**config.mk**
```make
export PLATFORM = sky130hd
export DESIGN_NAME = jds_lane
export DESIGN_NICKNAME = d
export VERILOG_FILES = /design/src/rtl/core/jds_lane.sv
export SDC_FILE = /design/constraint.sdc
export NUM_CORES = 1
export LEC_CHECK = 0
export BUFFER_PORTS_ARGS = -buffer_cell sky130_fd_sc_hd__buf_4
export CAP_MARGIN = 10
export CORE_ASPECT_RATIO = 1.25
export CORE_MARGIN = 3
export CORE_UTILIZATION = 59
export CTS_CLUSTER_SIZE = 8
export DETAILED_ROUTE_END_ITERATION = 6
export PLACE_DENSITY_LB_ADDON = 0.12
export SLEW_MARGIN = 20
export SYNTH_ARGS = -nofsm -noshare
export SYNTH_HDL_FRONTEND = slang
export SYNTH_SLANG_ARGS = --single-unit
```
**constraint.sdc**
```tcl
create_clock -name clk -period 10 [get_ports clk]
set_input_delay 2 -clock clk [delete_from_list [all_inputs] [get_ports clk]]
set_output_delay 2 -clock clk [all_outputs]
set_load 0.01 [all_outputs]
```
**src/rtl/core/jds_lane.sv**
```systemverilog
// One axis lane: registered multiply of a signed value by a Q factor with
// half-away rounding, or a square of the shifted magnitude. No dependencies.
`default_nettype none
module jds_lane #(
  parameter int AW   = 22,
  parameter int FW   = 17,
  parameter int MSW  = 22,
  parameter int KW   = 1,
  parameter int FRAC = 16
) (
  input  wire logic                 clk,
  input  wire logic                 sq,
  input  wire logic [KW-1:0]        k,
  input  wire logic signed [AW-1:0] a,
  input  wire logic [FW-1:0]        f,
  output logic signed [AW-1:0]      res,
  output logic [2*MSW-1:0]          sqr
);
  localparam int OBW = (AW > FW) ? AW : FW;
  localparam int PRW = AW + OBW;

  logic [AW-1:0]  mag;
  logic [AW-1:0]  opa;
  logic [OBW-1:0] opb;
  logic [PRW-1:0] prod_r;
  logic           neg_r;
  logic [PRW-1:0] rnd;
  logic [AW-1:0]  rmag;

  always_comb begin
    mag = a[AW-1] ? (~a + 1'b1) : a;
    opa = sq ? (mag >> k) : mag;
    opb = sq ? OBW'(opa) : OBW'(f);
  end

  always_ff @(posedge clk) begin
    prod_r <= PRW'(opa) * PRW'(opb);
    neg_r  <= a[AW-1] & ~sq;
  end

  always_comb begin
    rnd  = (prod_r + PRW'(64'd1 << (FRAC-1))) >> FRAC;
    rmag = rnd[AW-1:0];
    res  = neg_r ? -$signed(rmag) : $signed(rmag);
    sqr  = prod_r[2*MSW-1:0];
  end
endmodule
`default_nettype wire

```
==> results by group <==
Global route
  • First-pass GRT wire length: slightly below 100 mm
  • All-Layer GR Usage: between 30% and 40%
  • Initial antenna violation count: 0
  • Largest net degree at the start of global routing: 47
  • Grt total ovfl: 0
  • Vias in the first global route: between 15000 and 20000

Synth
  • Post-synth top area share: a little over two fifths
  • Post-Synthesis Cells: about 2200
  • Sequential area share after synthesis: ~4.8%
  • Post-synth top cells: inv_1, fa_1, nand2_1, nor2_1, ha_1
  • Largest cells by area after synthesis: fa_1, ha_1, inv_1
  • Synth Register Bits: between 40 and 50
  • Adder-cell share of the synthesized area: ~54%
  • Mux cell area share after synthesis: 1.37%
  • Post-synthesis instance area: about 19000 um2
  • Number of flops mapped to enable cells by yosys: 0
  • Compound-gate portion of the synthesized area: approximately 7.8%
  • Most used standard cell by instance count after synthesis: inv_1
  • Largest family of logic cells by synthesized area: adder cells
  • Area leader, netlist: fa_1
  • Most common flop cell mapped by yosys: dfxtp_1
  • Avg Cell Area, Syn: 8.44 um2
  • Ys async rst share: 0%
  • Synth Area in XOR/XNOR: under 10%
  • Simple-gate share of the synthesized area: ~17%
  • Yosys warning count: 0
  • Unique masters post-synth: 71

Timing
  • Worst setup margin: -0.199 ns
  • Rel. slew slack: between 40% and 50%
  • Setup violations, final: 7
  • Final Critical Period: between 10 and 15 ns
  • Max-slew violations: 0
  • Endpoints failing hold: 0
  • Final period utilization: 102%
  • Fmax: about 98 MHz
  • RSZ-0062 raised after global routing: true
  • Tightest Pin Transition: between 0.8 and 0.9 ns
  • Setup_tns: -0.553 ns

Route
  • Iteration-0 DRC count of the detailed router: ~1400
  • Pre-antenna DRT Iters: 7
  • Final ANT Viol Nets: 0
  • Residual DRC count: 0
  • DR vias: ~17000
  • Routed wire length: 65.9 mm
  • Routed len/inst: around 22 um
  • Routed vias/inst: roughly 5.6

Die
  • Io pins: 108
  • Die width: 165 um
  • Die Y: around 200 um
  • Die Footprint: around 34000 um2
  • Placeable Area: approximately 31000 um2
  • Floorplan row count: 72
  • Starting Density: around 60%

CTS
  • CTS Sinks: 45
  • CTS root buf: clkbuf_16
  • CTS Hold Bufs: 0
  • CTS Buffer Depth: 2
  • Depth of the CTS H-tree: 2
  • TritonCTS Buffers: 5
  • CTS tree: built
  • Clock-pin slew on the worst setup and hold paths: 0.07 ns

Run
  • Total of max-cap violations: 0

Critical path
  • End of the critical path: sqr[40]
  • Worst path slowest cell: fa_1
  • CP required: approximately 10 ns
  • Largest stage delay, worst path: ~0.70 ns
  • WS Path Type: primary input to flip-flop
  • CP Max Fanout: 6
  • Worst Setup End Kind: flip-flop
  • CP Launch Type: primary input
  • Worst Setup SP: a[4]
  • CP arrival: 10.38 ns

Hold path
  • Worst hold path type: primary input to flip-flop
  • HP Start: sq

Cells and area
  • Layout cells sized above 1: between 20% and 30%
  • Fill cells: 2233
  • Area growth from synthesis to layout: 28.9%
  • Final nets: ~3200
  • Fin cells: between 3000 and 4000
  • Final Util: between 70% and 80%

Placed design
  • Placer Congestion: around 1.0
  • Placed Cells incl. Taps: just under 3000
  • DP HPWL: 55.4 mm
  • IO buf count: around 110
  • Dpl ws: -0.753 ns

Outcome
  • Status: finished, violations left
  • Failing checks: setup timing
## state kept, by name, indices dropped and copies added, names as in the netlist
name and flops:
neg_r 1, sqr 44
## cell usage in the layout (no fill, tap or decap), types with 26 or more instances in the layout
| cell | netlist | final |
|---|---|---|
| buf_4 | 2 | 461 |
| dfxtp_1 | 45 | 45 |
| nand2_1 | 342 | 319 |
| xor2_1 | 42 | 35 |
| xnor2_1 | 63 | 59 |
| nand3_1 | 27 | 26 |
| ha_1 | 162 | 146 |
| o21ai_0 | 47 | 30 |
| inv_1 | 431 | 414 |
| a21oi_1 | 69 | 49 |
| fa_1 | 397 | 376 |
| nor2_1 | 225 | 214 |
## logic make-up (layout without fill, tap and decap cells)
logic type | Yosys count | in the layout
AND/OR/NAND/NOR | 715 | 715
multiplexers | 23 | 23
flip-flops | 45 | 45
adder cells (fa/ha/maj) | 559 | 559
XOR/XNOR | 105 | 105
AO/OA/AOI/OAI | 232 | 232
other | 2 | 13
buffers and inverters | 524 | 940
## what timing repair did
action                                  CTS  global route
resized for setup                        88           152
setup buffers                            16            35
endpoints found under the setup margin   13            18
pin swaps                                40            72
## through the flow
stage	hold WS (ns)	cell area [um2]
after detailed placement	2.40	22400
after global placement	2.39	22400
after CTS	2.24	23100
after floorplan	2.30	18800
final	2.26	24000
after global routing	2.27	24000
## critical path, delay by kind of cell
kind                       cells  cell delay (ns)
AOI/OAI and AO/OA              9             2.05
xor gates and xnor gates       1             0.21
adders and majority gates      8             3.63
buffers and inverters          7             0.97
and+or+nand+nor                4             1.52
## worst min path at each step
stage | to | slack, ns | cells after the start
5_1_grt | neg_r | 2.27 | 3
3_3_place_gp | sqr[14] | 2.39 | 1
4_1_cts | neg_r | 2.24 | 3
6_report | neg_r | 2.26 | 3
3_5_place_dp | sqr[42] | 2.40 | 1
2_1_floorplan | sqr[0] | 2.30 | 0
## metal layers
metal	up-vias	part of all wire, %	GRT usage (%)
met5	-	0	0
met4	0	10	30.6
met3	305	6.7	6.27
met2	833	49	67.1
met1	8419	33	43.2
li1	7571	-	-
## area by class of cell
| type | instances | area, um2 | share of cell area, % |
|---|---|---|---|
| Antenna cell | 1 | 2.50 | 0.0104 |
| Clock buffer | 5 | 125 | 0.522 |
| Clock inverter | 3 | 47.5 | 0.198 |
| Inverter | 436 | 1650 | 6.86 |
| Multi-Input combinational cell | 1646 | 16800 | 69.9 |
| Sequential cell | 45 | 901 | 3.76 |
| Tap cell | 407 | 509 | 2.12 |
| Timing Repair Buffer | 496 | 3980 | 16.6 |
Power is left out: the tool's default activity adds up to more than one toggle a clock period on the data nets, which glitch-free logic cannot reach.
