**src/rtl/core/jds_pkg.sv**
```systemverilog
// Package for the joint double exponential smoother.
// Holds the sequencer state codes, config register indexes and unit status type.
`default_nettype none
package jds_pkg;

  localparam int NUM_CFG   = 7;
  localparam int CFG_IDX_W = 3;

  localparam logic [CFG_IDX_W-1:0] CFG_SMOOTH = 3'd0;
  localparam logic [CFG_IDX_W-1:0] CFG_CORR   = 3'd1;
  localparam logic [CFG_IDX_W-1:0] CFG_PRED   = 3'd2;
  localparam logic [CFG_IDX_W-1:0] CFG_JITTER = 3'd3;
  localparam logic [CFG_IDX_W-1:0] CFG_MAXDEV = 3'd4;
  localparam logic [CFG_IDX_W-1:0] CFG_WEIGHT = 3'd5;
  localparam logic [CFG_IDX_W-1:0] CFG_JUMP   = 3'd6;

  // busy while iterating, done for one cycle when the result is ready
  typedef struct packed {
    logic busy;
    logic done;
  } jds_unit_st_t;

  typedef enum logic [20:0] {
    S_IDLE = 21'h000001,
    S_D1   = 21'h000002,
    S_SQ   = 21'h000004,
    S_SUM  = 21'h000008,
    S_RT   = 21'h000010,
    S_STG  = 21'h000020,
    S_S1B  = 21'h000040,
    S_DV1  = 21'h000080,
    S_J    = 21'h000100,
    S_JB   = 21'h000200,
    S_F    = 21'h000400,
    S_FB   = 21'h000800,
    S_TR   = 21'h001000,
    S_TRB  = 21'h002000,
    S_PRED = 21'h004000,
    S_PB   = 21'h008000,
    S_D2   = 21'h010000,
    S_DV2  = 21'h020000,
    S_Q    = 21'h040000,
    S_QB   = 21'h080000,
    S_FIN  = 21'h100000
  } state_t;

endpackage
`default_nettype wire

```
**src/rtl/core/jds_div.sv**
```systemverilog
// Restoring divider for Q ratios: floor((n << QW-1) / d), one bit per cycle.
// Caller guarantees the quotient fits QW bits. Depends on jds_pkg.
`default_nettype none
module jds_div import jds_pkg::*; #(
  parameter int DVW = 23,
  parameter int QW  = 17
) (
  input  wire logic           clk,
  input  wire logic           rst_n,
  input  wire logic           start,
  input  wire logic [DVW-1:0] n,
  input  wire logic [DVW-1:0] d,
  output logic [QW-1:0]       q,
  output jds_unit_st_t        st
);
  localparam int CW = $clog2(QW + 1);

  logic [DVW-1:0] rem_r;
  logic [DVW-1:0] d_r;
  logic [QW-1:0]  q_r;
  logic           nb_r;
  logic [CW-1:0]  cnt_r;
  logic           busy_r;
  logic           done_r;
  logic [DVW:0]   rem2;
  logic           ge;

  always_comb begin
    rem2 = {rem_r, nb_r};
    ge   = rem2 >= {1'b0, d_r};
  end

  always_ff @(posedge clk) begin
    if (!rst_n) begin
      busy_r <= 1'b0;
      done_r <= 1'b0;
      cnt_r  <= '0;
    end else begin
      done_r <= 1'b0;
      if (start) begin
        busy_r <= 1'b1;
        cnt_r  <= CW'(QW);
        rem_r  <= n >> 1;   // below d, so the quotient has only QW bits
        nb_r   <= n[0];
        d_r    <= d;
        q_r    <= '0;
      end else if (busy_r) begin
        rem_r <= ge ? DVW'(rem2 - {1'b0, d_r}) : DVW'(rem2);
        nb_r  <= 1'b0;
        q_r   <= {q_r[QW-2:0], ge};
        cnt_r <= cnt_r - 1'b1;
        if (cnt_r == CW'(1)) begin
          busy_r <= 1'b0;
          done_r <= 1'b1;
        end
      end
    end
  end

  assign q       = q_r;
  assign st.busy = busy_r;
  assign st.done = done_r;
endmodule
`default_nettype wire

```
**config.mk**
```make
export PLATFORM = sky130hd
export DESIGN_NAME = jds_div
export DESIGN_NICKNAME = d
export VERILOG_FILES = /design/src/rtl/core/jds_pkg.sv /design/src/rtl/core/jds_div.sv
export SDC_FILE = /design/constraint.sdc
export NUM_CORES = 1
export LEC_CHECK = 0
export BUFFER_PORTS_ARGS = -buffer_cell sky130_fd_sc_hd__buf_4
export CAP_MARGIN = 20
export CORE_MARGIN = 2
export CORE_UTILIZATION = 55
export CTS_CLUSTER_DIAMETER = 100
export CTS_CLUSTER_SIZE = 28
export DETAILED_ROUTE_END_ITERATION = 16
export HOLD_SLACK_MARGIN = 0.15
export PLACE_DENSITY_LB_ADDON = 0.05
export SKIP_LAST_GASP = 1
export SLEW_MARGIN = 20
export SYNTH_ARGS = -nofsm -noshare
export SYNTH_HDL_FRONTEND = slang
export SYNTH_SLANG_ARGS = --single-unit
```
**constraint.sdc**
```tcl
create_clock -name clk -period 3.3 [get_ports clk]
set_input_delay 0.825 -clock clk [delete_from_list [all_inputs] [get_ports clk]]
set_output_delay 0.825 -clock clk [all_outputs]
set_load 0.005 [all_outputs]
```
==> flow_summary.yaml, run 1 <==
finish:
  stdcell_count: 581
  antenna_cells: 0
  syn_to_final_growth_pct: 20.4
  design_area_um2: 5060
  drive_above_1_share_pct: 20.7
  utilization_pct: 69.0
  finalNetCount: 552
worst_setup_path:
  reg2reg_from: "d_r[0]"
  worstPathArrival_ps: 3190
  cp.required_ps: 3400
  path_max_fanout: 7
  worstSetupPathType: "reg2reg"
  startpoint_type: "flop"
  crit_path_start: "d_r[0]"
  end_kind: "flop"
power_and_ir_drop:
  leakage_uw: 0.00205
  power_frac_clock_pct: 28.7
  pwr-share-comb_pct: 27.1
  p_int_uw: 1710
  switching_power_uw: 805
  seq_power_share_pct: 44.2
  p_sw_share_pct: 32.0
  peakVddDrop_uv: 314
  powerDensity_nw_per_um2: 498
clocking:
  cts_tree: "yes"
  cts_resized: 0
  cts_sinks: 71
  htree_levels: 3
  path_clk_slew_ps: 90
  clk_path_buf_depth: 2
  cts-root-buf: "clkbuf_8"
  cts.hold.buffers_added: 0
  cts_made_buffers: 9
  insertion_delay_ps: 360
  postCtsSetupRepairBufs: 0
yosys:
  yosysSeqAreaShare_pct: 49.0
  synth.area.top_cells: "edfxtp_1, ha_1, a21oi_1, xnor2_1, dfxtp_1"
  syn_avg_cell_area_um2: 10.3
  syn_nets: 482
  yosys.area.top_type_share_pct: 45.7
  async_flop_share_pct: 0
  yosys_warnings: 0
  ys_types: 49
  syn_inst: 407
  ys_ff_latch: 71
  synth_top_area_cell: "edfxtp_1"
  yosysMostFrequentCell: "edfxtp_1"
  synth_edf_count: 64
  synthTopCellsByCount: "edfxtp_1, inv_1, a21oi_1"
  synthesis.area_um2: 4200
  synth_flop_cell: "edfxtp_1"
sta:
  tightest_slew_ps: 710
  min_period_over_period_pct: 93.4
  worst_slack_ps: 218
  max_freq_ghz: 0.324
  rsz0062_at_grt: "false"
  skew_ps: 18.0
  tns_ps: 0
  slew_headroom_pct: 52.1
  drv_slew: 0
  period_minus_slack_ps: 3080
  setup_viol: 0
  hold_viol: 0
detailed_routing:
  ant_nets: 0
  vias: 3430
  wl_per_cell_um: 16.9
  viasPerCell: 5.90
  first_iter_violations: 127
  drc: 0
  drt_pass1_iterations: 5
  totalWireLength_mm: 9.80
floorplan:
  fp-row-count: 31
  die_area_um2: 8360
  die_y_um: 91.4
  die_width_um: 91.4
  pin_count: 68
  core-area_um2: 7330
  initial_core_util_pct: 57.3
placement:
  place_ws_ps: 171
  placed_area_um2: 4850
  place_congestion: 0.887
  io_buffers: 67
  post-dp-hpwl_mm: 7.10
  placed_cells: 565
global_route:
  antenna_found_initial: 0
  grt_pass1_vias: 3331
  grt_usage_pct: 24.2
  overflow: 0
  grt_max_degree: 48
  grt_pass1_wl_mm: 16.0
min_path:
  hold_class: "reg2reg"
  min_from: "cnt_r[1]"
outcome:
  status: "finished, final reports clean"
job:
  cap_violations: 0
## cells by family after synthesis
| group | count (synthesis) | share of synthesized area, % |
|---|---|---|
| compound gates | 121 | 19.6 |
| xor+xnor | 21 | 4.37 |
| fa+ha+maj | 26 | 7.92 |
| buf+inv | 50 | 4.70 |
| flops | 71 | 49.0 |
| simple gates | 118 | 14.3 |
## area by class of cell
class                   count  area [µm²]
fillers                   575        2270
flip-flops and latches     71        2060
repair buffers             77         603
inverters                  32         120
clock inverters             6        55.1
well taps                  99         124
multi-input cells         286        1950
clock buffers              10         149
## critical path: stages, from the launching register on
cell and delay (ps):
edfxtp_1 380, ha_1 240, fa_1 400, nand2b_1 180
a21o_1 170, a31o_2 210, a211o_1 280, a211oi_2 370
nor2_1 230, a311o_1 390
## power by group through the flow
| stage | Clock [µW] | Combinational, µW | Sequential (µW) |
|---|---|---|---|
| after floorplan | 0 | 470 | 1120 |
| after global placement | 0 | 655 | 1130 |
| after detailed placement | 0 | 670 | 1130 |
| after CTS | 733 | 675 | 1110 |
| after global routing | 772 | 751 | 1120 |
| final | 724 | 682 | 1110 |
## metrics by stage
stage               hold WS [ps]  power (µW)
floorplan                    484        1590
global placement             501        1790
detailed placement           514        1800
CTS                          527        2520
global route                 601        2640
finish                       529        2520
## cell usage in the layout (no fill, tap or decap), types with 6 or more instances in the layout
cell type and instances:
a21oi_1 30, a21o_1 9, nor3_1 9, a31oi_1 7, dfxtp_1 7, nor2_1 21, o21ai_0 21, edfxtp_1 64
nand3_1 12, nand2_1 28, and2_1 11, a41oi_1 6, nand4_1 7, buf_4 75, xnor2_1 17, clkbuf_8 9
nor2b_1 18, inv_1 32, ha_1 25
## state kept, by name, summed over array words and instances, names as in the netlist
| signal | cells |
|---|---|
| cnt_r | 5 |
| d_r | 23 |
| q | 17 |
| rem_r | 23 |
| done_r | 1 |
| nb_r | 1 |
| busy_r | 1 |
## layer usage
layer	vias to the layer above	wire length [µm]	track usage [%]	part of all wire (%)
met5	-	0	0	0
met4	0	139	8.46	1.4
met3	11	605	3.49	6.2
met2	143	4790	40.7	49
met1	1627	4260	32.0	43
li1	1649	-	-	-
## final timing paths
check,to,slack (ps),cells past startpoint
worst max register to register,rem_r[20],220,9
worst max-delay path,rem_r[20],220,9
worst min-delay path,cnt_r[1],530,2
worst min register to register,cnt_r[1],530,2
No activity file was read; power rests on OpenSTA's default activity.
==> run 2, diff against run 1 <==
ABC_AREA = 1   (was not set)
SLEW_MARGIN = 40   (was 20)
==> flow_summary.yaml, run 2 <==
outcome:
  status: "finished, final reports clean"
sta:
  min_period_over_period_pct: 79.9
  slew_headroom_pct: 70.0
  drv_slew: 0
  tightest_slew_ps: 451
  skew_ps: 9.22
  hold_viol: 0
  rsz0062_at_grt: "false"
  worst_slack_ps: 662
  max_freq_ghz: 0.379
  setup_viol: 0
  period_minus_slack_ps: 2640
  tns_ps: 0
placement:
  post-dp-hpwl_mm: 8.72
  placed_area_um2: 5450
  io_buffers: 67
  place_ws_ps: 725
  place_congestion: 0.937
  placed_cells: 831
yosys:
  yosysMostFrequentCell: "nand2_1"
  synth_top_area_cell: "edfxtp_1"
  synthesis.area_um2: 4850
  ys_ff_latch: 71
  synth_flop_cell: "edfxtp_1"
  syn_avg_cell_area_um2: 7.28
  yosys.area.top_type_share_pct: 39.6
  synth_edf_count: 64
  yosysSeqAreaShare_pct: 42.5
  yosys_warnings: 0
  async_flop_share_pct: 0
  ys_types: 36
  syn_inst: 666
  synth.area.top_cells: "edfxtp_1, nand2_1, inv_1, ha_1, nand3_1"
  synthTopCellsByCount: "nand2_1, inv_1, edfxtp_1"
  syn_nets: 741
finish:
  utilization_pct: 65.4
  final_common_cell: "nand2_1"
  antenna_cells: 0
  syn_to_final_growth_pct: 16.6
  finalNetCount: 809
  drive_above_1_share_pct: 14.7
  design_area_um2: 5650
  stdcell_count: 847
  most-common-layout-cells: "nand2_1, inv_1, buf_4"
worst_setup_path:
  path_max_fanout: 30
  cp.required_ps: 3400
  worstPathArrival_ps: 2730
  startpoint_type: "flop"
  end_kind: "flop"
  worstSetupPathType: "reg2reg"
  rr_worst_depth: 13
power_and_ir_drop:
  powerDensity_nw_per_um2: 456
  leakage_uw: 0.00304
  peakVddDrop_uv: 273
clocking:
  clk_path_buf_depth: 2
  cts_tree: "yes"
  postCtsSetupRepairBufs: 0
  cts_made_buffers: 9
  cts_resized: 0
  cts_sinks: 71
  insertion_delay_ps: 350
  cts.hold.buffers_added: 0
  htree_levels: 3
  path_clk_slew_ps: 80
  cts-root-buf: "clkbuf_8"
floorplan:
  die_area_um2: 9580
  pin_count: 68
  initial_core_util_pct: 56.1
  die_y_um: 97.9
  fp-row-count: 34
  die_width_um: 97.9
  core-area_um2: 8640
min_path:
  whs_path_depth: 2
  hold_class: "reg2reg"
detailed_routing:
  totalWireLength_mm: 11.8
  drt_pass1_iterations: 4
  first_iter_violations: 255
  drc: 0
  wl_per_cell_um: 13.9
  viasPerCell: 4.94
  vias: 4185
  ant_nets: 0
global_route:
  met2_usage_pct: 43.0
  grt_usage_pct: 25.7
  grt_use_met1_pct: 33.8
  grt_pass1_vias: 4328
  grt_pass1_wl_mm: 19.8
  grt_max_degree: 44
  grt-busiest-layer: "met2"
  grt.met3_usage_pct: 5.51
  antenna_found_initial: 0
  overflow: 0
job:
  cap_violations: 0
run 2: cell count changes after synthesis, moves of 9 or more:
cell     delta
nand2_1   +202
xnor2_1    -10
nand3_1    +39
nor2_1     +26
inv_1     +115
nand4_1    +10
a21oi_1    -18
nor2b_1    -18
and2_1     -10
a21o_1      -9
o21ai_0    -20
run 2: final timing paths:
path,slack [ps],endpoint,from
min reg2reg,500,cnt_r[4],cnt_r[4]
max,660,rem_r[21],rem_r[16]
min,500,cnt_r[4],cnt_r[4]
max reg2reg,660,rem_r[21],rem_r[16]
run 2: area by class of cell:
type                    count  area, µm²
well taps                 108        135
inverters                 154        578
clock buffers              10        149
repair buffers             72        553
multi-input cells         426       2120
fillers                   783       2990
clock inverters             6       48.8
flip-flops and latches     71       2060
run 2: critical path, stage by stage, from the launching register on:
cell	delay [ps]
edfxtp_1	450
ha_1	390
nand2_2	120
inv_2	40
nand2_1	90
inv_2	40
nand2_1	90
nor2_2	50
nand2_2	280
nand3_4	420
nand2_4	210
nand2_1	70
nand2_1	80
nand2_1	60
run 2: metrics by stage:
| stage | hold slack [ps] | power, µW |
|---|---|---|
| finish | 501 | 2580 |
| global route | 538 | 2750 |
| CTS | 504 | 2600 |
| detailed placement | 491 | 1890 |
| global placement | 465 | 1880 |
| floorplan | 450 | 1680 |
run 2: per-layer routing:
metal / wire [µm] / up-vias / share of wire, %
met5: 0 / - / 0
met4: 229 / 0 / 1.9
met3: 683 / 18 / 5.8
met2: 5420 / 119 / 46
met1: 5420 / 1866 / 46
li1: - / 2182 / -
run 2: logic make-up (layout without fill, tap and decap cells):
kind of cell / Yosys count / after routing / synth area share [%]
flip-flops: 71 / 71 / 42.5
AND/OR/NAND/NOR: 367 / 367 / 32.3
adder cells (fa/ha/maj): 26 / 26 / 6.87
AO/OA/AOI/OAI: 23 / 23 / 2.58
buffers and inverters: 169 / 242 / 13.9
XOR/XNOR: 10 / 10 / 1.81
run 2: where the power goes:
group | switching (µW) | internal [µW] | total, µW
Combinational | 482 | 293 | 775
Sequential | 35.4 | 1070 | 1100
Clock | 371 | 330 | 701
==> run 3, diff against run 2 <==
clock period = 2.5 ns   (was 3.3 ns; I/O delays follow)
==> flow_summary.yaml, run 3 (same netlist as run 2, synthesis figures left out) <==
floorplan:
  core-area_um2: 8640
  die_area_um2: 9580
  die_width_um: 97.9
  die_y_um: 97.9
  pin_count: 68
  initial_core_util_pct: 56.1
  fp-row-count: 34
worst_setup_path:
  path_max_fanout: 15
  worstSetupPathType: "reg2reg"
  startpoint_type: "flop"
  worstPathArrival_ps: 2420
  end_kind: "flop"
  cp.required_ps: 2620
power_and_ir_drop:
  powerDensity_nw_per_um2: 601
  peakVddDrop_uv: 362
  power.total_uw: 3420
  leakage_uw: 0.00306
global_route:
  grt_pass1_wl_mm: 20.5
  grt_max_degree: 31
  grt_usage_pct: 27.0
  grt_pass1_vias: 4400
  antenna_found_initial: 0
  overflow: 0
sta:
  setup_viol: 0
  tns_ps: 0
  hold_viol: 0
  worst_slack_ps: 199
  max_freq_ghz: 0.435
  min_period_over_period_pct: 92.1
  slew_headroom_pct: 73.4
  skew_ps: 20.2
  rsz0062_at_grt: "true"
  drv_slew: 0
  period_minus_slack_ps: 2300
  tightest_slew_ps: 398
detailed_routing:
  drc: 0
  ant_nets: 0
  viasPerCell: 5.09
  vias: 4340
  totalWireLength_mm: 12.5
  drt_pass1_iterations: 4
  wl_per_cell_um: 14.6
  first_iter_violations: 305
job:
  cap_violations: 0
placement:
  post-dp-hpwl_mm: 9.11
  io_buffers: 67
  place_congestion: 0.923
  place_ws_ps: 128
finish:
  finalNetCount: 815
  final_common_cell: "nand2_1"
  most-common-layout-cells: "nand2_1, inv_1, buf_4"
  syn_to_final_growth_pct: 17.5
  final-seq-area_um2: 2060
  antenna_cells: 0
  multi_input_area_um2: 2170
  drive_above_1_share_pct: 15.2
  utilization_pct: 66.0
  fill_cells: 798
min_path:
  hold_class: "in2reg"
clocking:
  postCtsSetupRepairBufs: 0
  htree_levels: 3
  clk_path_buf_depth: 2
  cts_made_buffers: 9
  cts_tree: "yes"
  path_clk_slew_ps: 100
  cts_resized: 0
  cts.hold.buffers_added: 0
  cts-root-buf: "clkbuf_8"
  insertion_delay_ps: 370
  cts_sinks: 71
outcome:
  status: "finished, final reports clean"
[run 3: cell types whose count changed in the layout (fill, tap and decap cells not counted)]
cell / before / now
clkinv_4: 1 / 0
buf_12: 1 / 0
inv_6: 2 / 1
a21oi_4: 1 / 2
inv_8: 1 / 0
buf_4: 71 / 76
nand3_4: 1 / 3
clkbuf_1: 0 / 2
a21oi_2: 1 / 0
inv_4: 1 / 2
[run 3: worst max-delay path, cell delays in order, from the launching register on]
cell	delay, ps
edfxtp_1	370
ha_1	230
fa_1	410
inv_1	110
nand2_1	50
nand2_1	70
nand3_1	80
nand3_1	120
nand2_2	150
nand3_4	220
nand3_1	110
nand2_1	90
nand2_1	50
[run 3: worst paths after layout]
check | startpoint | to | cells past startpoint | slack (ps)
min reg2reg | cnt_r[4] | cnt_r[4] | 2 | 490
min | d[13] | d_r[13] | 1 | 430
max | d_r[0] | rem_r[18] | 12 | 200
max reg2reg | d_r[0] | rem_r[18] | 12 | 200
[run 3: area by class of cell]
cell class,count,share of cell area (%)
Clock inverter,4,0.461
Timing Repair Buffer,76,10.0
Tap cell,108,2.37
Multi-Input combinational cell,428,38.0
Inverter,154,10.1
Sequential cell,71,36.2
Clock buffer,12,2.75
[run 3: metrics by stage]
stage | hold slack [ps] | cells | instance area, µm²
after floorplan | 453 | 666 | 4860
after global placement | 463 | 835 | 5470
after detailed placement | 486 | 835 | 5470
after CTS | 426 | 851 | 5650
after global routing | 429 | 853 | 5700
final | 426 | 853 | 5700
[run 3: metal layers]
layer | part of all wire [%] | track usage, %
met1 | 46 | 36.4
met2 | 47 | 45.5
met3 | 5.3 | 3.58
met4 | 2.1 | 8.33
met5 | 0 | 0
[run 3: report_power, final]
| part | total [µW] | internal [µW] | switching (µW) |
|---|---|---|---|
| sequential | 1460 | 1410 | 45.1 |
| combinational | 1050 | 396 | 659 |
| clock | 913 | 426 | 487 |
| total | 3420 | 2230 | 1190 |
