$ cat config.mk
export PLATFORM = sky130hd
export DESIGN_NAME = jds_sqrt
export DESIGN_NICKNAME = d
export VERILOG_FILES = /design/src/rtl/core/jds_pkg.sv /design/src/rtl/core/jds_sqrt.sv
export SDC_FILE = /design/constraint.sdc
export NUM_CORES = 1
export LEC_CHECK = 0
export BUFFER_PORTS_ARGS = -buffer_cell sky130_fd_sc_hd__buf_2
export CAP_MARGIN = 20
export CORE_MARGIN = 2
export CORE_UTILIZATION = 53
export CTS_CLUSTER_DIAMETER = 60
export DETAILED_ROUTE_END_ITERATION = 10
export PLACE_DENSITY_LB_ADDON = 0.05
export SYNTH_ARGS = -nofsm -noshare
export SYNTH_HDL_FRONTEND = slang
export SYNTH_SLANG_ARGS = --single-unit
$ cat constraint.sdc
create_clock -name clk -period 3.05 [get_ports clk]
set_input_delay 0.1525 -clock clk [delete_from_list [all_inputs] [get_ports clk]]
set_output_delay 0.1525 -clock clk [all_outputs]
set_load 0.02 [all_outputs]
$ cat src/rtl/core/jds_pkg.sv
// Package for the joint double exponential smoother.
// Holds the sequencer state codes, config register indexes and unit status type.
`default_nettype none
package jds_pkg;

  localparam int NUM_CFG   = 7;
  localparam int CFG_IDX_W = 3;

  localparam logic [CFG_IDX_W-1:0] CFG_SMOOTH = 3'd0;
  localparam logic [CFG_IDX_W-1:0] CFG_CORR   = 3'd1;
  localparam logic [CFG_IDX_W-1:0] CFG_PRED   = 3'd2;
  localparam logic [CFG_IDX_W-1:0] CFG_JITTER = 3'd3;
  localparam logic [CFG_IDX_W-1:0] CFG_MAXDEV = 3'd4;
  localparam logic [CFG_IDX_W-1:0] CFG_WEIGHT = 3'd5;
  localparam logic [CFG_IDX_W-1:0] CFG_JUMP   = 3'd6;

  // busy while iterating, done for one cycle when the result is ready
  typedef struct packed {
    logic busy;
    logic done;
  } jds_unit_st_t;

  typedef enum logic [20:0] {
    S_IDLE = 21'h000001,
    S_D1   = 21'h000002,
    S_SQ   = 21'h000004,
    S_SUM  = 21'h000008,
    S_RT   = 21'h000010,
    S_STG  = 21'h000020,
    S_S1B  = 21'h000040,
    S_DV1  = 21'h000080,
    S_J    = 21'h000100,
    S_JB   = 21'h000200,
    S_F    = 21'h000400,
    S_FB   = 21'h000800,
    S_TR   = 21'h001000,
    S_TRB  = 21'h002000,
    S_PRED = 21'h004000,
    S_PB   = 21'h008000,
    S_D2   = 21'h010000,
    S_DV2  = 21'h020000,
    S_Q    = 21'h040000,
    S_QB   = 21'h080000,
    S_FIN  = 21'h100000
  } state_t;

endpackage
`default_nettype wire

$ cat src/rtl/core/jds_sqrt.sv
// Iterative floor square root, two radicand bits per cycle.
// Depends on jds_pkg for the unit status type.
`default_nettype none
module jds_sqrt import jds_pkg::*; #(
  parameter int SW = 46
) (
  input  wire logic          clk,
  input  wire logic          rst_n,
  input  wire logic          start,
  input  wire logic [SW-1:0] x,
  output logic [SW/2-1:0]    root,
  output jds_unit_st_t       st
);
  localparam int RW = SW / 2;
  localparam int CW = $clog2(RW + 1);

  logic [SW-1:0]   x_r;
  logic [RW+1:0]   rem_r;
  logic [RW-1:0]   root_r;
  logic [CW-1:0]   cnt_r;
  logic            busy_r;
  logic            done_r;
  logic [RW+3:0]   rem2;
  logic [RW+3:0]   trial;
  logic            ge;

  always_comb begin
    rem2  = {rem_r, x_r[SW-1 -: 2]};
    trial = {2'b00, root_r, 2'b01};
    ge    = rem2 >= trial;
  end

  always_ff @(posedge clk) begin
    if (!rst_n) begin
      busy_r <= 1'b0;
      done_r <= 1'b0;
      cnt_r  <= '0;
    end else begin
      done_r <= 1'b0;
      if (start) begin
        busy_r <= 1'b1;
        cnt_r  <= CW'(RW);
        x_r    <= x;
        rem_r  <= '0;
        root_r <= '0;
      end else if (busy_r) begin
        x_r    <= x_r << 2;
        rem_r  <= ge ? (RW+2)'(rem2 - trial) : (RW+2)'(rem2);
        root_r <= {root_r[RW-2:0], ge};
        cnt_r  <= cnt_r - 1'b1;
        if (cnt_r == CW'(1)) begin
          busy_r <= 1'b0;
          done_r <= 1'b1;
        end
      end
    end
  end

  assign root    = root_r;
  assign st.busy = busy_r;
  assign st.done = done_r;
endmodule
`default_nettype wire

==> results of run 1 <==
## per-layer routing
layer / part of all wire / up-vias / routed length (um) / track usage
met5: 0 / - / 0 / 0
met4: 0.012 / 0 / 123 / 0.05473
met3: 0.042 / 12 / 451 / 0.05106
met2: 0.49 / 68 / 5183 / 0.3230
met1: 0.46 / 1764 / 4853 / 0.2477
li1: - / 1882 / - / -
## logic make-up after synthesis
kind of cell / after synthesis / synth area share
compound gates: 95 / 0.1156
xor+xnor: 26 / 0.04053
fa+ha+maj: 27 / 0.06012
buf+inv: 51 / 0.03919
flops: 101 / 0.5273
mux: 59 / 0.1149
simple gates: 119 / 0.1024
## worst max-delay path: cells and delay by family (launching register included)
kind / cells / cell delay, ns
AOI/OAI and AO/OA: 5 / 1.35
DFF: 1 / 0.36
and+or+nand+nor: 2 / 0.25
adders and majority gates: 1 / 0.36
buffers and inverters: 2 / 0.13
## through the flow
stage	cells	util	total power (uW)
after global routing	686	0.6118	3717
after detailed placement	670	0.5905	2611
after CTS	686	0.6118	3565
after floorplan	478	-	2408
final	686	0.6118	3528
after global placement	670	0.5905	2601
## cells in the final DEF, fill, tap and decap left out, types with 7 or more instances in the layout
cell type  instances
mux2_2            44
o21a_1             8
xor2_1            13
nand4_1            8
edfxtp_1          94
buf_2             72
ha_1              27
nand2_1           21
o21ai_0           12
nor2_1            53
clkbuf_8           9
xnor2_1           13
mux2i_1           15
dfxtp_1            7
a21o_1             8
a21oi_1           31
inv_1             30
## power by group
| group | internal [uW] | switching, uW |
|---|---|---|
| registers | 1660 | 53.2 |
| logic | 369 | 499 |
| clock network | 467 | 480 |
## registers in the layout (all words and copies together) (netlist names)
signal and count:
cnt_r 5, busy_r 1, done_r 1, x_r 46, rem_r 25, root 23
## worst paths after layout
path	from	end	cells after the start
max	root[3]	rem_r[18]	10
max reg2reg	root[3]	rem_r[18]	10
min	x[1]	x_r[1]	2
min reg2reg	cnt_r[3]	done_r	1
## cell type report
class / count / area [um2]
Clock buffer: 9 / 123.9
Clock inverter: 7 / 96.34
Fill cell: 881 / 4008
Inverter: 31 / 116.4
Multi-Input combinational cell: 326 / 2444
Sequential cell: 101 / 2963
Tap cell: 136 / 170.2
Timing Repair Buffer: 76 / 402.9
==> metrics.cfg, run 1 <==
[drt]
ant_nets = 0
routed_wl_mm = 10.61
dr.pass1.iters = 5
drt_drc_violations_left = 0
avgRoutedWirePerCell_um = 15.47
drt_iter0_markers = 159
vias = 3726
viasPerCell = 5.431

[global_route]
grt_pass1_wl_mm = 17.46
first_global_vias = 3738
grt_max_degree = 63
grt_usage = 0.1930
antenna_found_initial = 0
grt-ovfl-total = 0

[layout]
diodes = 0
design_area_um2 = 6316
drive_gt1_frac = 0.2727
nets = 621
area_growth_pct = 12.40

[synth]
synth_edf_count = 94
synth_nets = 554
yosys_warnings = 0
ys_seq_area_frac = 0.5273
synth_cell_types = 55
synth_ff_type = edfxtp_1
netlist_area_um2 = 5619
async_flop_share = 0
syn-instance-count = 478
yosys.area.top_type = edfxtp_1
yosysMostFrequentCell = edfxtp_1
synth.area.top_cells = edfxtp_1, mux2_2, ha_1
synthTopCellsByCount = edfxtp_1, nor2_1, mux2_2, a21oi_1, inv_1
ys_seq_elements = 101
synth.top_cell.area_share = 0.5023
syn_avg_cell_area_um2 = 11.76

[worst_setup_path]
critical_path_class = reg -> reg
path_cells = inv_1 -> ha_1 -> o21a_1 -> o21ba_2 -> a21oi_4 -> nor2_2 -> a211o_4 -> nand2b_2 -> inv_2 -> a32o_1
rrSetupSlack_ns = 0.36
cp_slowest_cell = a211o_4
path_max_fanout = 22
arrival_ns = 2.82
cp-start-kind = register
crit_path_end_kind = register
crit_required_ns = 3.18
max_stage_delay_ns = 0.50

[timing]
skew_ns = 0.01022
tightest_slew_ns = 0.5596
slew_headroom = 0.6269
report.final.slew_viol_count = 0
min_period_ns = 2.686
fin_crit_sh = 0.8807
final.setup.tns_ns = 0
rsz0062_at_grt = no
hold_ws_ns = 0.06907
hold_violations = 0
fmaxAchievable_ghz = 0.3723
finalSetupViolations = 0
worst_slack_ns = 0.3637

[placed_design]
dp_worst_setup_slack_ns = 0.3552
dp_hpwl_mm = 7.473
dpl_cell_area_um2 = 6096
place.port_buffers = 73
routabilityCongestion = 0.8776

[floorplan]
die-area_um2 = 11440
dieWidth_um = 107.0
die_height_um = 107.0
initial_core_util = 0.5443
core_area_um2 = 10320
rows = 37
pin_count = 74

[clock_tree]
clk_pin_slew_ns = 0.10
htree_num_levels = 3
cts_inserted_buffers = 9
ctsLongestPathBuffers = 2
clk_latency_ns = 0.37
ctsRootBufferMaster = clkbuf_8
post_cts_buffers = 0
cts-resized-gates = 0
cts_tree = done
hold_buffers = 0
clock_sinks = 101

[power_and_ir_drop]
power_per_cell_area_nw_per_um2 = 558.5
irDropWorstVdd_mv = 0.2915
leakagePower_uw = 0.002574

[job]
drv_cap = 0

[worst_hold_path]
min_path_type = in -> reg

[outcome]
status = complete, no violations

(Power assumes the default switching activity.)
==> run 2, diff against run 1 <==
--- a/config.mk
+++ b/config.mk
@@ -8,7 +8,7 @@
 export BUFFER_PORTS_ARGS = -buffer_cell sky130_fd_sc_hd__buf_2
 export CAP_MARGIN = 20
 export CORE_MARGIN = 2
-export CORE_UTILIZATION = 53
+export CORE_UTILIZATION = 45
 export CTS_CLUSTER_DIAMETER = 60
 export DETAILED_ROUTE_END_ITERATION = 10
 export PLACE_DENSITY_LB_ADDON = 0.05
==> metrics.cfg, run 2 (same netlist as run 1, synthesis figures left out) <==
[power_and_ir_drop]
internal_power_uw = 2689
leakagePower_uw = 0.002621
irDropWorstVdd_mv = 0.3670
switchingPower_uw = 1063
power.share.combinational = 0.232
clockPowerShare = 0.311
power_per_cell_area_nw_per_um2 = 582.0
netSwitchingFraction = 0.2833
p_seq_frac = 0.456
power_uw = 3752

[timing]
final.setup.tns_ns = 0
rsz0062_at_grt = no
worst_slack_ns = 0.3441
skew_ns = 0.005419
hold_violations = 0
slew_headroom = 0.5864
report.final.slew_viol_count = 0
fin_crit_sh = 0.8872
min_period_ns = 2.706
tightest_slew_ns = 0.6204
hold_ws_ns = 0.08889
finalSetupViolations = 0
fmaxAchievable_ghz = 0.3696

[placed_design]
dp_hpwl_mm = 7.763
routabilityCongestion = 0.8830
dp_worst_setup_slack_ns = 0.3597
place.port_buffers = 73

[drt]
vias = 3745
dr.pass1.iters = 4
ant_nets = 0
avgRoutedWirePerCell_um = 15.12
drt_drc_violations_left = 0
routed_wl_mm = 10.87
viasPerCell = 5.209
drt_iter0_markers = 176

[worst_setup_path]
reg2reg_from = root[0]
critical_path_class = reg -> reg
path_max_fanout = 22
crit_required_ns = 3.16
cp-start-kind = register
rrSetupSlack_ns = 0.34
arrival_ns = 2.81
r2r_cells = 10
max_stage_delay_ns = 0.49
crit_path_end_kind = register
path_cells = inv_1 -> ha_1 -> o211ai_1 -> o211ai_2 -> a21oi_4 -> nor2_2 -> a211o_4 -> nand2b_2 -> inv_2 -> a32o_1
r2r-end = rem_r[18]
cp_slowest_cell = a211o_4

[floorplan]
die_height_um = 115.7
die-area_um2 = 13400
rows = 40
initial_core_util = 0.4639
dieWidth_um = 115.7
core_area_um2 = 12110
pin_count = 74

[layout]
nFillCells = 1095
area_growth_pct = 14.74
diodes = 0
multiInputGateArea_um2 = 2444
post-route-util = 0.5323
final_common_cell = edfxtp_1
drive_gt1_frac = 0.2722
final_cell_mix = edfxtp_1, buf_2, nor2_1
seqCellArea_um2 = 2963
nets = 622
regMostFlops = x_r
largest_reg_flops = 46

[clock_tree]
cts_inserted_buffers = 9
ctsRootBufferMaster = clkbuf_16
ctsLongestPathBuffers = 2
clk_latency_ns = 0.35
clk_pin_slew_ns = 0.07
cts-resized-gates = 0
cts_tree = done
hold_buffers = 0
post_cts_buffers = 0
htree_num_levels = 3
clock_sinks = 101

[global_route]
grt_max_degree = 60
antenna_found_initial = 0
first_global_vias = 3926
grt_usage = 0.1745
grt_pass1_wl_mm = 18.26
grt-ovfl-total = 0

[outcome]
status = complete, no violations

[worst_hold_path]
min_from = rst_n
min_delay_path_depth = 2
min_to = cnt_r[1]
min_path_type = in -> reg

[job]
drv_cap = 0

==> run 2: final cells by class <==
class	instances	share of cell area
sequential	101	0.4595
tap	168	0.03260
inverter	31	0.01805
multi-input combinational	326	0.3790
clock buffer	13	0.04386
timing repair buffer	77	0.06365
clock inverter	3	0.003299
==> run 2: through the flow <==
step | cells | area [um2]
after CTS | 719 | 6447
after global routing | 719 | 6447
after floorplan | 478 | 5620
after detailed placement | 703 | 6143
after global placement | 703 | 6143
final | 719 | 6447
==> run 2: how the worst max path moves through the flow <==
stage,endpoint,slack (ns),from,cells past startpoint
2_1_floorplan,rem_r[10],0.58,root[3],10
3_3_place_gp,rem_r[18],0.39,root[0],10
3_5_place_dp,rem_r[18],0.36,root[0],10
4_1_cts,rem_r[18],0.31,root[0],10
5_1_grt,rem_r[21],0.16,rem_r[21],8
6_report,rem_r[18],0.34,root[0],10
==> run 2: power by group through the flow <==
stage                     logic [uW]  clock network (uW)  registers (uW)
final                            872                1170            1710
after global routing             978                1250            1730
after CTS                        880                1200            1710
after detailed placement         875                   0            1740
after global placement           874                   0            1740
after floorplan                  655                   0            1750
==> run 2: per-layer routing <==
| metal | track usage | wire, um | vias to the layer above |
|---|---|---|---|
| met5 | 0 | 0 | - |
| met3 | 0.04864 | 522 | 15 |
| met1 | 0.2215 | 4888 | 1770 |
| met4 | 0.06270 | 197 | 0 |
| met2 | 0.2873 | 5262 | 76 |
| li1 | - | - | 1884 |
==> run 2: critical path: cells and delay by family, from the launching register on <==
kind            cells  cell delay (ns)
buf+inv             2             0.15
fa+ha+maj           1             0.36
compound gates      5             1.34
flops               1             0.38
simple gates        2             0.25
==> run 3, diff against run 2 <==
--- a/config.mk
+++ b/config.mk
@@ -5,6 +5,7 @@
 export SDC_FILE = /design/constraint.sdc
 export NUM_CORES = 1
 export LEC_CHECK = 0
+export ABC_AREA = 1
 export BUFFER_PORTS_ARGS = -buffer_cell sky130_fd_sc_hd__buf_2
 export CAP_MARGIN = 20
 export CORE_MARGIN = 2
==> constraint.sdc (replaced) <==
create_clock -name clk -period 2.4 [get_ports clk]
set_input_delay 0.12 -clock clk [delete_from_list [all_inputs] [get_ports clk]]
set_output_delay 0.12 -clock clk [all_outputs]
set_load 0.02 [all_outputs]
==> metrics.cfg, run 3 <==
[worst_setup_path]
path_common_cell = nand2_1
cp_slowest_cell = edfxtp_1
max_stage_delay_ns = 0.40
crit_required_ns = 2.51
crit_path_end_kind = register
cp_top_family = simple AND/OR/NAND/NOR gates
r2r-end = rem_r[13]
path_max_fanout = 18
r2r_cells = 11
arrival_ns = 2.34
cp_num_buf_inv = 2
reg2reg_from = rem_r[8]
critical_path_class = reg -> reg
rrSetupSlack_ns = 0.17
cp-start-kind = register
path_cells = ha_1 -> nand2_1 -> nand2_1 -> inv_1 -> nand2_1 -> nand3b_2 -> nand2_2 -> nand3_4 -> buf_12 -> o21ai_1 -> nor2_1
crit_start = rem_r[8]

[timing]
min_period_ns = 2.227
hold_violations = 0
rsz0062_at_grt = no
skew_ns = 0.007885
fin_crit_sh = 0.9280
fmaxAchievable_ghz = 0.4490
slew_headroom = 0.6839
report.final.slew_viol_count = 0
final.setup.tns_ns = 0
tightest_slew_ns = 0.4741
finalSetupViolations = 0

[layout]
largest_reg_flops = 46
post-route-util = 0.5453
drive_gt1_frac = 0.1446
seqCellArea_um2 = 2963
diodes = 0
multiInputGateArea_um2 = 2760
final_common_cell = nand2_1
final_cells = 1089
nets = 984
area_growth_pct = 17.37
regMostFlops = x_r
nFillCells = 1362
final_cell_mix = nand2_1, inv_1, nor2_1

[global_route]
first_global_vias = 5163
antenna_found_initial = 0
grt_max_degree = 47
grt_pass1_wl_mm = 23.94
grt-ovfl-total = 0
grt_usage = 0.2055

[synth]
yosys_warnings = 0
synth_cell_types = 33
synth_edf_count = 94
synth_ff_type = edfxtp_1
synth_nets = 904
ys_seq_area_frac = 0.4778
async_flop_share = 0
yosys.area.top_type = edfxtp_1
netlist_area_um2 = 6201
synth.area.top_cells = edfxtp_1, nand2_1, inv_1
synthTopCellsByCount = nand2_1, inv_1, nor2_1, edfxtp_1, ha_1
synth.top_cell.area_share = 0.4552
yosysMostFrequentCell = nand2_1
ys_seq_elements = 101
syn-instance-count = 828
syn_avg_cell_area_um2 = 7.489

[power_and_ir_drop]
clockPowerShare = 0.319
irDropWorstVdd_mv = 0.3336
internal_power_uw = 3502
p_seq_frac = 0.429
netSwitchingFraction = 0.3068
leakagePower_uw = 0.003758
power.share.combinational = 0.252
switchingPower_uw = 1550
power_per_cell_area_nw_per_um2 = 694.2

[clock_tree]
clk_latency_ns = 0.35
cts_tree = done
htree_num_levels = 3
hold_buffers = 0
clk_pin_slew_ns = 0.07
ctsLongestPathBuffers = 2
ctsRootBufferMaster = clkbuf_16
cts_inserted_buffers = 9
clock_sinks = 101

[drt]
routed_wl_mm = 14.14
dr.pass1.iters = 5
avgRoutedWirePerCell_um = 12.99
drt_drc_violations_left = 0
drt_iter0_markers = 241
ant_nets = 0
viasPerCell = 4.716
vias = 5136

[outcome]
status = complete, no violations

[floorplan]
die_height_um = 121.4
rows = 42
core_area_um2 = 13350
pin_count = 74
die-area_um2 = 14730
dieWidth_um = 121.4
initial_core_util = 0.4646

[placed_design]
place.port_buffers = 73
routabilityCongestion = 0.9014
dp_hpwl_mm = 10.59
placed_cells = 1071

[worst_hold_path]
min_from = rst_n
min_delay_path_depth = 3
min_to = cnt_r[2]
min_path_type = in -> reg

[job]
drv_cap = 0

-- run 3: per-layer routing --
| layer | part of all wire | global-route usage | vias up |
|---|---|---|---|
| li1 | - | - | 2732 |
| met1 | 0.47 | 0.2658 | 2298 |
| met2 | 0.48 | 0.3448 | 86 |
| met3 | 0.031 | 0.03055 | 20 |
| met4 | 0.020 | 0.08405 | 0 |
| met5 | 0 | 0 | - |
-- run 3: worst max-delay path by stage --
stage	endpoint	slack [ns]	cells after the start
final	rem_r[13]	0.17	11
after global routing	rem_r[14]	0.003	11
after CTS	rem_r[15]	0.06	12
after detailed placement	rem_r[15]	0.08	13
after global placement	rem_r[15]	0.05	12
after floorplan	rem_r[0]	0.1	3
-- run 3: cells by family (layout without fill, tap and decap cells) --
group	count (synthesis)	after routing	share of synthesized area
and+or+nand+nor	504	504	0.3228
adders and majority gates	27	27	0.05448
buffers and inverters	153	238	0.09887
DFF	101	101	0.4778
AOI/OAI and AO/OA	32	32	0.03047
xor gates and xnor gates	11	11	0.01554
-- run 3: repair_timing --
action | 4_1_cts | 5_1_grt
buffers inserted | 0 | 2
setup endpoints to repair | 0 | 23
resized for setup | 0 | 19
-- run 3: worst min-delay path, stage by stage --
cell and delay (ns):
buf_2 0.11, o31ai_1 0.07, inv_1 0.04
-- run 3: power by group through the flow --
stage / clock, uW / combinational (uW) / sequential (uW)
after floorplan: 0 / 864 / 2220
after detailed placement: 0 / 1220 / 2200
after global routing: 1710 / 1460 / 2180
after global placement: 0 / 1210 / 2200
final: 1610 / 1270 / 2170
after CTS: 1650 / 1220 / 2160
-- run 3: metrics by stage --
stage               cell area (um2)  hold slack [ns]  total power [uW]  setup slack (ns)
finish                         7278          0.01911              5052            0.1729
global route                   7278          0.02564              5347          0.002914
CTS                            7136         0.002334              5038           0.06084
detailed placement             6814           0.3745              3417           0.07702
global placement               6814           0.3675              3409           0.05017
floorplan                      6208           0.2310              3081           0.09827
-- run 3: layout make-up --
class                   count  area share
flip-flops and latches    101      0.4071
clock buffers               9     0.03094
clock inverters             7     0.01324
inverters                 132     0.06808
multi-input cells         574      0.3792
well taps                 176     0.03026
repair buffers             90     0.07117
